===== src/rtl/armalu_pkg.sv =====
`default_nettype none
// ----------------------------------------------------------------------------
// ARM ALU package
// Operation codes, flag bit positions and item types shared by the ALU files.
// ----------------------------------------------------------------------------
package armalu_pkg;

  typedef enum logic [3:0] {
    OP_ADD       = 4'd0,
    OP_SUB       = 4'd1,
    OP_ADC       = 4'd2,
    OP_SBC       = 4'd3,
    OP_RSC       = 4'd4,
    OP_AND       = 4'd5,
    OP_ORR       = 4'd6,
    OP_EOR       = 4'd7,
    OP_BIC       = 4'd8,
    OP_FLAGS     = 4'd9,
    OP_MUL       = 4'd10,
    OP_MLA       = 4'd11,
    OP_UMULL     = 4'd12,
    OP_UMLAL     = 4'd13,
    OP_SMULL     = 4'd14,
    OP_SMLAL     = 4'd15
  } op_t;

  localparam int unsigned FLAG_V = 0;
  localparam int unsigned FLAG_C = 1;
  localparam int unsigned FLAG_Z = 2;
  localparam int unsigned FLAG_N = 3;

  typedef struct packed {
    op_t         operation;
    logic [31:0] op_a;
    logic [31:0] op_b;
    logic [31:0] op_c;
    logic [63:0] acc_in;
    logic [3:0]  flags_in;
  } req_t;

  typedef struct packed {
    logic [63:0] result;
    logic [3:0]  flags_out;
  } rsp_t;

endpackage
`default_nettype wire


===== src/rtl/armalu_if.sv =====
`default_nettype none
// ----------------------------------------------------------------------------
// ARM ALU channels
// Valid/ready channels for operation items and result items.
// ----------------------------------------------------------------------------
interface armalu_req_if;
  logic        valid;
  logic        ready;
  logic [3:0]  operation;
  logic [31:0] op_a;
  logic [31:0] op_b;
  logic [31:0] op_c;
  logic [63:0] acc_in;
  logic [3:0]  flags_in;

  modport source (output valid, operation, op_a, op_b, op_c, acc_in, flags_in,
                  input ready);
  modport sink   (input valid, operation, op_a, op_b, op_c, acc_in, flags_in,
                  output ready);
endinterface

interface armalu_rsp_if;
  logic        valid;
  logic        ready;
  logic [63:0] result;
  logic [3:0]  flags_out;

  modport source (output valid, result, flags_out, input ready);
  modport sink   (input valid, result, flags_out, output ready);
endinterface
`default_nettype wire


===== src/rtl/armalu_core.sv =====
`default_nettype none
// ----------------------------------------------------------------------------
// ARM ALU datapath
// Add, subtract, logic, multiply and flags-only ops on one item; NZCV update.
// ----------------------------------------------------------------------------
module armalu_core (
  input  wire armalu_pkg::req_t req,
  output armalu_pkg::rsp_t      rsp
);
  import armalu_pkg::*;

  logic               cin;
  logic               add_cin;
  logic [32:0]        add_sum;
  logic [31:0]        sub_x;
  logic [31:0]        sub_y;
  logic               sub_bin;
  logic [32:0]        sub_diff;
  logic               signed_mul;
  logic signed [32:0] mul_a;
  logic signed [32:0] mul_b;
  logic signed [65:0] prod;
  logic [63:0]        addend;
  logic [63:0]        mac;
  logic [63:0]        res;
  logic [63:0]        nz_val;
  logic               long_op;
  logic               n;
  logic               z;
  logic               c;
  logic               v;

  always_comb begin
    cin      = req.flags_in[FLAG_C];
    add_cin  = (req.operation == OP_ADC) ? cin : 1'b0;
    add_sum  = {1'b0, req.op_a} + {1'b0, req.op_b} + {32'd0, add_cin};

    sub_x    = (req.operation == OP_RSC) ? req.op_b : req.op_a;
    sub_y    = (req.operation == OP_RSC) ? req.op_a : req.op_b;
    sub_bin  = ((req.operation == OP_SBC) || (req.operation == OP_RSC)) ? cin : 1'b0;
    sub_diff = {1'b0, sub_x} - {1'b0, sub_y} - {32'd0, sub_bin};

    signed_mul = (req.operation == OP_SMULL) || (req.operation == OP_SMLAL);
    mul_a      = $signed({signed_mul & req.op_a[31], req.op_a});
    mul_b      = $signed({signed_mul & req.op_b[31], req.op_b});
    prod       = mul_a * mul_b;

    case (req.operation)
      OP_MLA:                addend = {32'd0, req.op_c};
      OP_UMLAL, OP_SMLAL:    addend = req.acc_in;
      default:               addend = 64'd0;
    endcase
    mac = prod[63:0] + addend;

    c       = cin;
    v       = req.flags_in[FLAG_V];
    long_op = 1'b0;
    case (req.operation)
      OP_ADD, OP_ADC: begin
        res = {32'd0, add_sum[31:0]};
        c   = add_sum[32];
        v   = (req.op_a[31] == req.op_b[31]) && (add_sum[31] != req.op_a[31]);
      end
      OP_SUB, OP_SBC, OP_RSC: begin
        res = {32'd0, sub_diff[31:0]};
        c   = sub_diff[32];
        v   = (sub_x[31] != sub_y[31]) && (sub_diff[31] != sub_x[31]);
      end
      OP_AND:   res = {32'd0, req.op_a & req.op_b};
      OP_ORR:   res = {32'd0, req.op_a | req.op_b};
      OP_EOR:   res = {32'd0, req.op_a ^ req.op_b};
      OP_BIC:   res = {32'd0, req.op_a & ~req.op_b};
      OP_FLAGS: res = 64'd0;
      OP_MUL, OP_MLA: res = {32'd0, mac[31:0]};
      OP_UMULL, OP_UMLAL, OP_SMULL, OP_SMLAL: begin
        res     = mac;
        long_op = 1'b1;
      end
      default:  res = 64'd0;
    endcase

    nz_val = (req.operation == OP_FLAGS) ? {32'd0, req.op_a} : res;
    n      = long_op ? nz_val[63] : nz_val[31];
    z      = (nz_val == 64'd0);

    rsp.result             = res;
    rsp.flags_out[FLAG_N]  = n;
    rsp.flags_out[FLAG_Z]  = z;
    rsp.flags_out[FLAG_C]  = c;
    rsp.flags_out[FLAG_V]  = v;
  end

endmodule
`default_nettype wire


===== src/rtl/arm_alu_with_status_flags_top.sv =====
`default_nettype none
// ----------------------------------------------------------------------------
// ARM ALU with status flags
// Accepts one item per clock while req.ready is high and returns its result and
// NZCV flags: the item is captured in an input register, passes the
// add/subtract, logic and 33x33 multiply-accumulate datapath, and lands in a
// result register. The multiplier followed by the 64-bit accumulate sets the
// clock period. A stalled result register holds its item while an empty input
// register still takes one new item, so throughput stays at one item per cycle
// whenever the result side keeps taking items.
// ----------------------------------------------------------------------------
module arm_alu_with_status_flags_top (
  input  wire logic     clk,
  input  wire logic     rst,
  armalu_req_if.sink    req,
  armalu_rsp_if.source  rsp
);
  import armalu_pkg::*;

  logic held_valid;
  req_t held;
  logic out_valid;
  rsp_t out_item;
  rsp_t core_rsp;
  logic load_out;

  assign load_out  = !out_valid || rsp.ready;
  assign req.ready = !held_valid || load_out;

  always_ff @(posedge clk) begin
    if (rst) begin
      held_valid <= 1'b0;
    end else if (req.ready) begin
      held_valid <= req.valid;
    end
    if (req.valid && req.ready) begin
      held.operation <= op_t'(req.operation);
      held.op_a      <= req.op_a;
      held.op_b      <= req.op_b;
      held.op_c      <= req.op_c;
      held.acc_in    <= req.acc_in;
      held.flags_in  <= req.flags_in;
    end
  end

  armalu_core u_core (
    .req (held),
    .rsp (core_rsp)
  );

  always_ff @(posedge clk) begin
    if (rst) begin
      out_valid <= 1'b0;
    end else if (load_out) begin
      out_valid <= held_valid;
    end
    if (load_out && held_valid) begin
      out_item <= core_rsp;
    end
  end

  assign rsp.valid     = out_valid;
  assign rsp.result    = out_item.result;
  assign rsp.flags_out = out_item.flags_out;

  a_accept_fills: assert property (@(posedge clk) disable iff (rst)
    req.valid && req.ready |=> held_valid)
    else $error("accepted item not held");

  a_move_to_out: assert property (@(posedge clk) disable iff (rst)
    held_valid && load_out |=> out_valid)
    else $error("held item not moved to result register");

  a_stall_only_full: assert property (@(posedge clk) disable iff (rst)
    !req.ready |-> held_valid && out_valid && !rsp.ready)
    else $error("input stalled without a full pipeline");

  a_keep_vc: assert property (@(posedge clk) disable iff (rst)
    held_valid && held.operation >= OP_AND |->
      core_rsp.flags_out[FLAG_C] == held.flags_in[FLAG_C] &&
      core_rsp.flags_out[FLAG_V] == held.flags_in[FLAG_V])
    else $error("logic or multiply changed C or V");

  a_short_upper_zero: assert property (@(posedge clk) disable iff (rst)
    held_valid && held.operation <= OP_MLA |-> core_rsp.result[63:32] == 32'd0)
    else $error("32-bit operation left upper word set");

endmodule
`default_nettype wire

===== src/flat_wrapper.sv =====
// flat-port wrapper written by rule: the top's interface ports become plain ports
module arm_alu_with_status_flags_top_flat import armalu_pkg::*;
  (clk, rst, req_valid, req_operation, req_op_a, req_op_b, req_op_c, req_acc_in, req_flags_in, req_ready, rsp_valid, rsp_result, rsp_flags_out, rsp_ready);
  armalu_req_if req_i ();
  armalu_rsp_if rsp_i ();
  input  wire logic clk;
  input  wire logic rst;
  input wire logic [$bits(req_i.valid)-1:0] req_valid;
  input wire logic [$bits(req_i.operation)-1:0] req_operation;
  input wire logic [$bits(req_i.op_a)-1:0] req_op_a;
  input wire logic [$bits(req_i.op_b)-1:0] req_op_b;
  input wire logic [$bits(req_i.op_c)-1:0] req_op_c;
  input wire logic [$bits(req_i.acc_in)-1:0] req_acc_in;
  input wire logic [$bits(req_i.flags_in)-1:0] req_flags_in;
  output wire logic [$bits(req_i.ready)-1:0] req_ready;
  output wire logic [$bits(rsp_i.valid)-1:0] rsp_valid;
  output wire logic [$bits(rsp_i.result)-1:0] rsp_result;
  output wire logic [$bits(rsp_i.flags_out)-1:0] rsp_flags_out;
  input wire logic [$bits(rsp_i.ready)-1:0] rsp_ready;
  assign req_i.valid = req_valid;
  assign req_i.operation = req_operation;
  assign req_i.op_a = req_op_a;
  assign req_i.op_b = req_op_b;
  assign req_i.op_c = req_op_c;
  assign req_i.acc_in = req_acc_in;
  assign req_i.flags_in = req_flags_in;
  assign req_ready = req_i.ready;
  assign rsp_valid = rsp_i.valid;
  assign rsp_result = rsp_i.result;
  assign rsp_flags_out = rsp_i.flags_out;
  assign rsp_i.ready = rsp_ready;
  arm_alu_with_status_flags_top u_core (.clk(clk), .rst(rst), .req(req_i), .rsp(rsp_i));
endmodule

===== config.mk =====
export PLATFORM = sky130hd
export DESIGN_NAME = arm_alu_with_status_flags_top_flat
export DESIGN_NICKNAME = d
export VERILOG_FILES = /design/src/rtl/armalu_pkg.sv /design/src/rtl/armalu_if.sv /design/src/rtl/armalu_core.sv /design/src/rtl/arm_alu_with_status_flags_top.sv /design/src/flat_wrapper.sv
export SDC_FILE = /design/constraint.sdc
export NUM_CORES = 2
export LEC_CHECK = 0
export BUFFER_PORTS_ARGS = -buffer_cell sky130_fd_sc_hd__buf_2
export CAP_MARGIN = 30
export CORE_MARGIN = 2
export CORE_UTILIZATION = 42
export CTS_CLUSTER_DIAMETER = 100
export DETAILED_ROUTE_END_ITERATION = 7
export GPL_ROUTABILITY_DRIVEN = 0
export PLACE_DENSITY_LB_ADDON = 0.2
export SYNTH_ARGS = -nofsm -noshare
export SYNTH_HDL_FRONTEND = slang
export SYNTH_SLANG_ARGS = --single-unit

===== constraint.sdc =====
create_clock -name clk -period 30.3 [get_ports clk]
set_input_delay 1.515 -clock clk [delete_from_list [all_inputs] [get_ports clk]]
set_output_delay 1.515 -clock clk [all_outputs]
set_load 0.005 [all_outputs]

* Yosys cells after proc, flatten, opt, wreduce, memory -nomap -nowiden
Cells that the tools add are included.
Operators by class: equal/unequal tests 19, reductions and logical operators 17, multiplexer cells 11, multiply operators 1, bitwise logic cells 7, add/sub/neg operators 5
Operators with widths (count):
- case mux 64 bit (9 select lines) | 1
- case mux 64 bit (2 select lines) | 1
- adder 64 bit | 1
- bitwise AND 32 bit | 2
- logical NOT 64 bit | 1
- multiplier 33 x 33 -> 64 bit | 1
- 2-to-1 mux 32 bit | 2
- 2-to-1 mux 64 bit | 1
- adder 32 x 32 -> 33 bit | 1
- adder 33 x 1 -> 33 bit | 1
- subtractor 32 x 32 -> 33 bit | 1
- subtractor 33 x 1 -> 33 bit | 1
- equality test 4 bit (second input constant) | 8
- NOT 32 bit | 1
- bitwise OR 32 bit | 1
- bitwise XOR 32 bit | 1
- equality test 4 x 3 -> 1 bit (second input constant) | 4
- equality test 4 x 2 -> 1 bit (second input constant) | 2
- OR reduction 2 bit | 3
- equality test 4 x 1 -> 1 bit (second input constant) | 1
- logical AND 1 bit | 4
- logical NOT 4 bit | 1
- logical OR 1 bit | 4
- 2-to-1 mux 1 bit | 4
- 7 further kinds | 12
Storage, ports and cells: output and inout bits 70, bits in registers 236, input bits 172, word-level logic and storage cells 70

* Depth between registers and ports, before layout
word-level depth 8, gate-level depth with buffers 38, depth with buffers taken out 31

* Modules after synthesis
From an unflattened synthesis, not the netlist that was laid out.
Unflattened totals: cells, all modules 5967, area total of the unflattened synthesis 54855.1 um^2
Modules (own cells, without submodules):
- armalu_core | seq. area each 0.0 um^2, cells an instance 5721, area an instance 47664.5 um^2, times used 1
- arm_alu_with_status_flags_top | seq. area each 7126.8 um^2, cells an instance 246, area an instance 7190.6 um^2, times used 1

* Worst setup path after synthesis
Ideal clock, no wire load.
path type flip-flop to flip-flop, from register u_core.held[167] (netlist name), to register u_core.out_item, in the netlist u_core.rsp.flags_out[2], data pin, cell stages (with the launch flop) 31, arrival 9766 ps, clock period less this slack 9936 ps, library setup time 170 ps, required time 30130 ps, buffers on the path 7, slack 20364 ps, cell sequence edfxtp_1 buf_2 buf_2 buf_1 nand2_1 clkbuf_1 buf_1 clkbuf_1 nor4_1 fa_1 fa_1 inv_1 fa_1 fa_1 inv_1 fa_1 fa_1 fa_1 fa_1 ha_1 clkbuf_1 nand2_1 nor2_1 nand3_1 or4b_1 and2_1 o21ai_1 xnor2_1 a2111oi_0 nand4b_1 nor4_2
RTL lines:
- start: declaration | RTL line arm_alu_with_status_flags_top.sv:21 | req_t held;
- end signal: assignment | RTL line arm_alu_with_status_flags_top.sv:58 | out_item <= core_rsp;
- end: declaration | RTL line arm_alu_with_status_flags_top.sv:23 | rsp_t out_item;

==> results.py <==
metrics = {
    "outcome": {
        "status": "finished clean",
    },
    "synthesis": {
        "async_flop_share": 0,
        "ys_types": 89,
        "synthFlopType": "edfxtp_1",
        "yosys.area.top_type": "fa_1",
        "synth_commonest_cells": "1,279 x inv_1, 1,227 x fa_1, 856 x nand2_1, 471 x nor2_1, 322 x ha_1",
        "synth_area_um2": 54400,
        "postSynthAreaPerCell_um2": 9.27,
        "syn_nets": 7588,
        "synth_area_leaders": "fa_1 45%, edfxtp_1 13%, inv_1 8.8%",
        "yosys_register_bits": 236,
        "synth.most_common_cell": "inv_1",
        "synth_top_area_frac": 0.452,
        "ys_warn_count": 0,
        "ys_seq_area_frac": 0.130,
        "synth_edf_count": 234,
        "synth_cells": 5867,
    },
    "die": {
        "coreArea_um2": 129000,
        "ios": 242,
        "num_rows": 132,
        "die_x_um": 364,
        "start_util": 0.422,
        "die_area_um2": 132000,
        "dieHeight_um": 364,
    },
    "grt": {
        "grt_util_all_layers": 0.298,
        "antenna_found_initial": 13,
        "grt_pass1_vias": 44300,
        "grt_max_degree": 77,
        "grt.overflow.total": 0,
        "grt_pass1_wl_um": 289000,
    },
    "clock_network": {
        "clk_latency_ps": 640,
        "cts.path.max_buffers": 3,
        "clk_pin_slew_ps": 60,
        "clkSinkCount": 236,
        "cts_root_buf": "clkbuf_16",
        "postCtsHoldBufs": 0,
        "htree_levels": 1,
        "cts_buffers": 27,
        "cts_setup_buffers": 0,
        "cts_resized": 0,
        "cts_tree": "done",
    },
    "timing": {
        "slew_headroom": 0.186,
        "rsz0062_at_grt": "false",
        "fin_crit_sh": 0.381,
        "final.setup.tns_ps": 0,
        "tightest_slew_ps": 1220,
        "drv_slew": 0,
        "fmax_mhz": 86.7,
        "setup_viol": 0,
        "hold_viol_final": 0,
        "fin_worst_skew_ps": 15.8,
        "min_period_ps": 11530,
    },
    "detailed_routing": {
        "dr.first_iter.drc_count": 3973,
        "drt_pass1_iterations": 8,
        "wl_um": 193000,
        "wl_per_cell_um": 25.1,
        "vias": 42800,
        "vias_per_cell": 5.56,
        "ant_nets": 0,
        "drc": 0,
    },
    "final_layout": {
        "area_growth_pct": 7.31,
        "multi_input_area_um2": 41200,
        "final_layout_size_suffix_gt1_frac": 0.0738,
        "nets": 7648,
        "seqCellArea_um2": 7070,
        "fillers": 12500,
    },
    "run": {
        "max_cap_viol_count": 0,
    },
    "worst_setup_path": {
        "worstSetupEndpointType": "flip-flop",
        "critical_path.most_common_cell": "fa_1",
        "slowest_stage": "fa_1",
        "path_class": "flip-flop to flip-flop",
        "cp_data_arrival_time_ps": 12000,
        "cp_max_fo": 49,
        "rrSetupSlack_ps": 18770,
        "slowest_delay_ps": 860,
        "cp.required_ps": 30760,
        "critPathLaunchType": "flip-flop",
    },
    "placement": {
        "dpl.hpwl_um": 152000,
        "io_buffers": 239,
    },
    "hold_path": {
        "min_path_type": "flip-flop to flip-flop",
    },
}
[layout make-up]
class / count / area share
flip-flops and latches: 236 / 0.121
diodes: 7 / 0.000300
well taps: 1742 / 0.0373
multi-input cells: 4001 / 0.706
clock inverters: 22 / 0.00424
clock buffers: 27 / 0.0116
repair buffers: 347 / 0.0346
inverters: 1314 / 0.0845
[metrics by stage]
step / hold WS, ps / utilization / setup WS [ps] / cells / instance area, um^2
4_1_cts: 529 / 0.452 / 18690 / 7686 / 58300
5_1_grt: 570 / 0.452 / 18310 / 7689 / 58400
2_1_floorplan: 478 / - / 20360 / 5867 / 54400
6_report: 523 / 0.453 / 18770 / 7696 / 58400
3_5_place_dp: 517 / 0.445 / 18710 / 7637 / 57400
3_3_place_gp: 508 / 0.445 / 18840 / 7633 / 57400
[metal layers]
metal	track usage	vias to the layer above	wire length [um]
li1	-	18100	-
met1	0.390	22000	75200
met2	0.461	2215	86500
met3	0.0796	466	20500
met4	0.135	18	10900
met5	0.00363	-	241
[worst max-delay path, delay by kind of cell, from the launching register on]
family / cells / cell delay (ps)
AOI/OAI and AO/OA: 2 / 940
DFF: 1 / 690
adders and majority gates: 9 / 4830
xor gates and xnor gates: 1 / 240
and+or+nand+nor: 11 / 3290
buffers and inverters: 5 / 1330
[layout by cell type (no fill, tap or decap), types with 27 or more instances in the layout]
master	instances
clkbuf_16	27
nor2_1	469
o211ai_1	27
ha_1	322
a21o_1	47
a31oi_1	29
nor4_1	33
xor2_1	35
a21oi_1	189
nand3_1	52
fa_1	1227
xnor2_1	101
inv_1	1279
nand2_1	855
buf_2	242
edfxtp_1	234
and3_1	49
a22o_1	33
o21ai_0	124
buf_4	102
nor3_1	65
[registers in the layout, indices dropped and copies added (netlist names)]
| register | cells |
|---|---|
| u_core.rsp.flags_out | 4 |
| u_core.rsp.valid | 1 |
| u_core.held_valid | 1 |
| u_core.rsp.result | 64 |
| u_core.held | 166 |
[cells by family after synthesis]
logic type	after synthesis	synth area share
compound gates	642	0.0773
xor+xnor	136	0.0219
fa+ha+maj	1549	0.526
buf+inv	1630	0.113
flops	236	0.130
mux	21	0.00400
simple gates	1653	0.128
[final timing paths]
check | startpoint | endpoint | cells after the start
setup reg to reg | u_core.held[167] | u_core.rsp.flags_out[2] | 28
hold / removal | u_core.held_valid | u_core.rsp.valid | 2
hold reg to reg | u_core.held_valid | u_core.rsp.valid | 2
setup / recovery | u_core.held[167] | u_core.rsp.flags_out[2] | 28
Power is left out: the tool's default activity adds up to more than one toggle a clock period on the data nets, which glitch-free logic cannot reach.
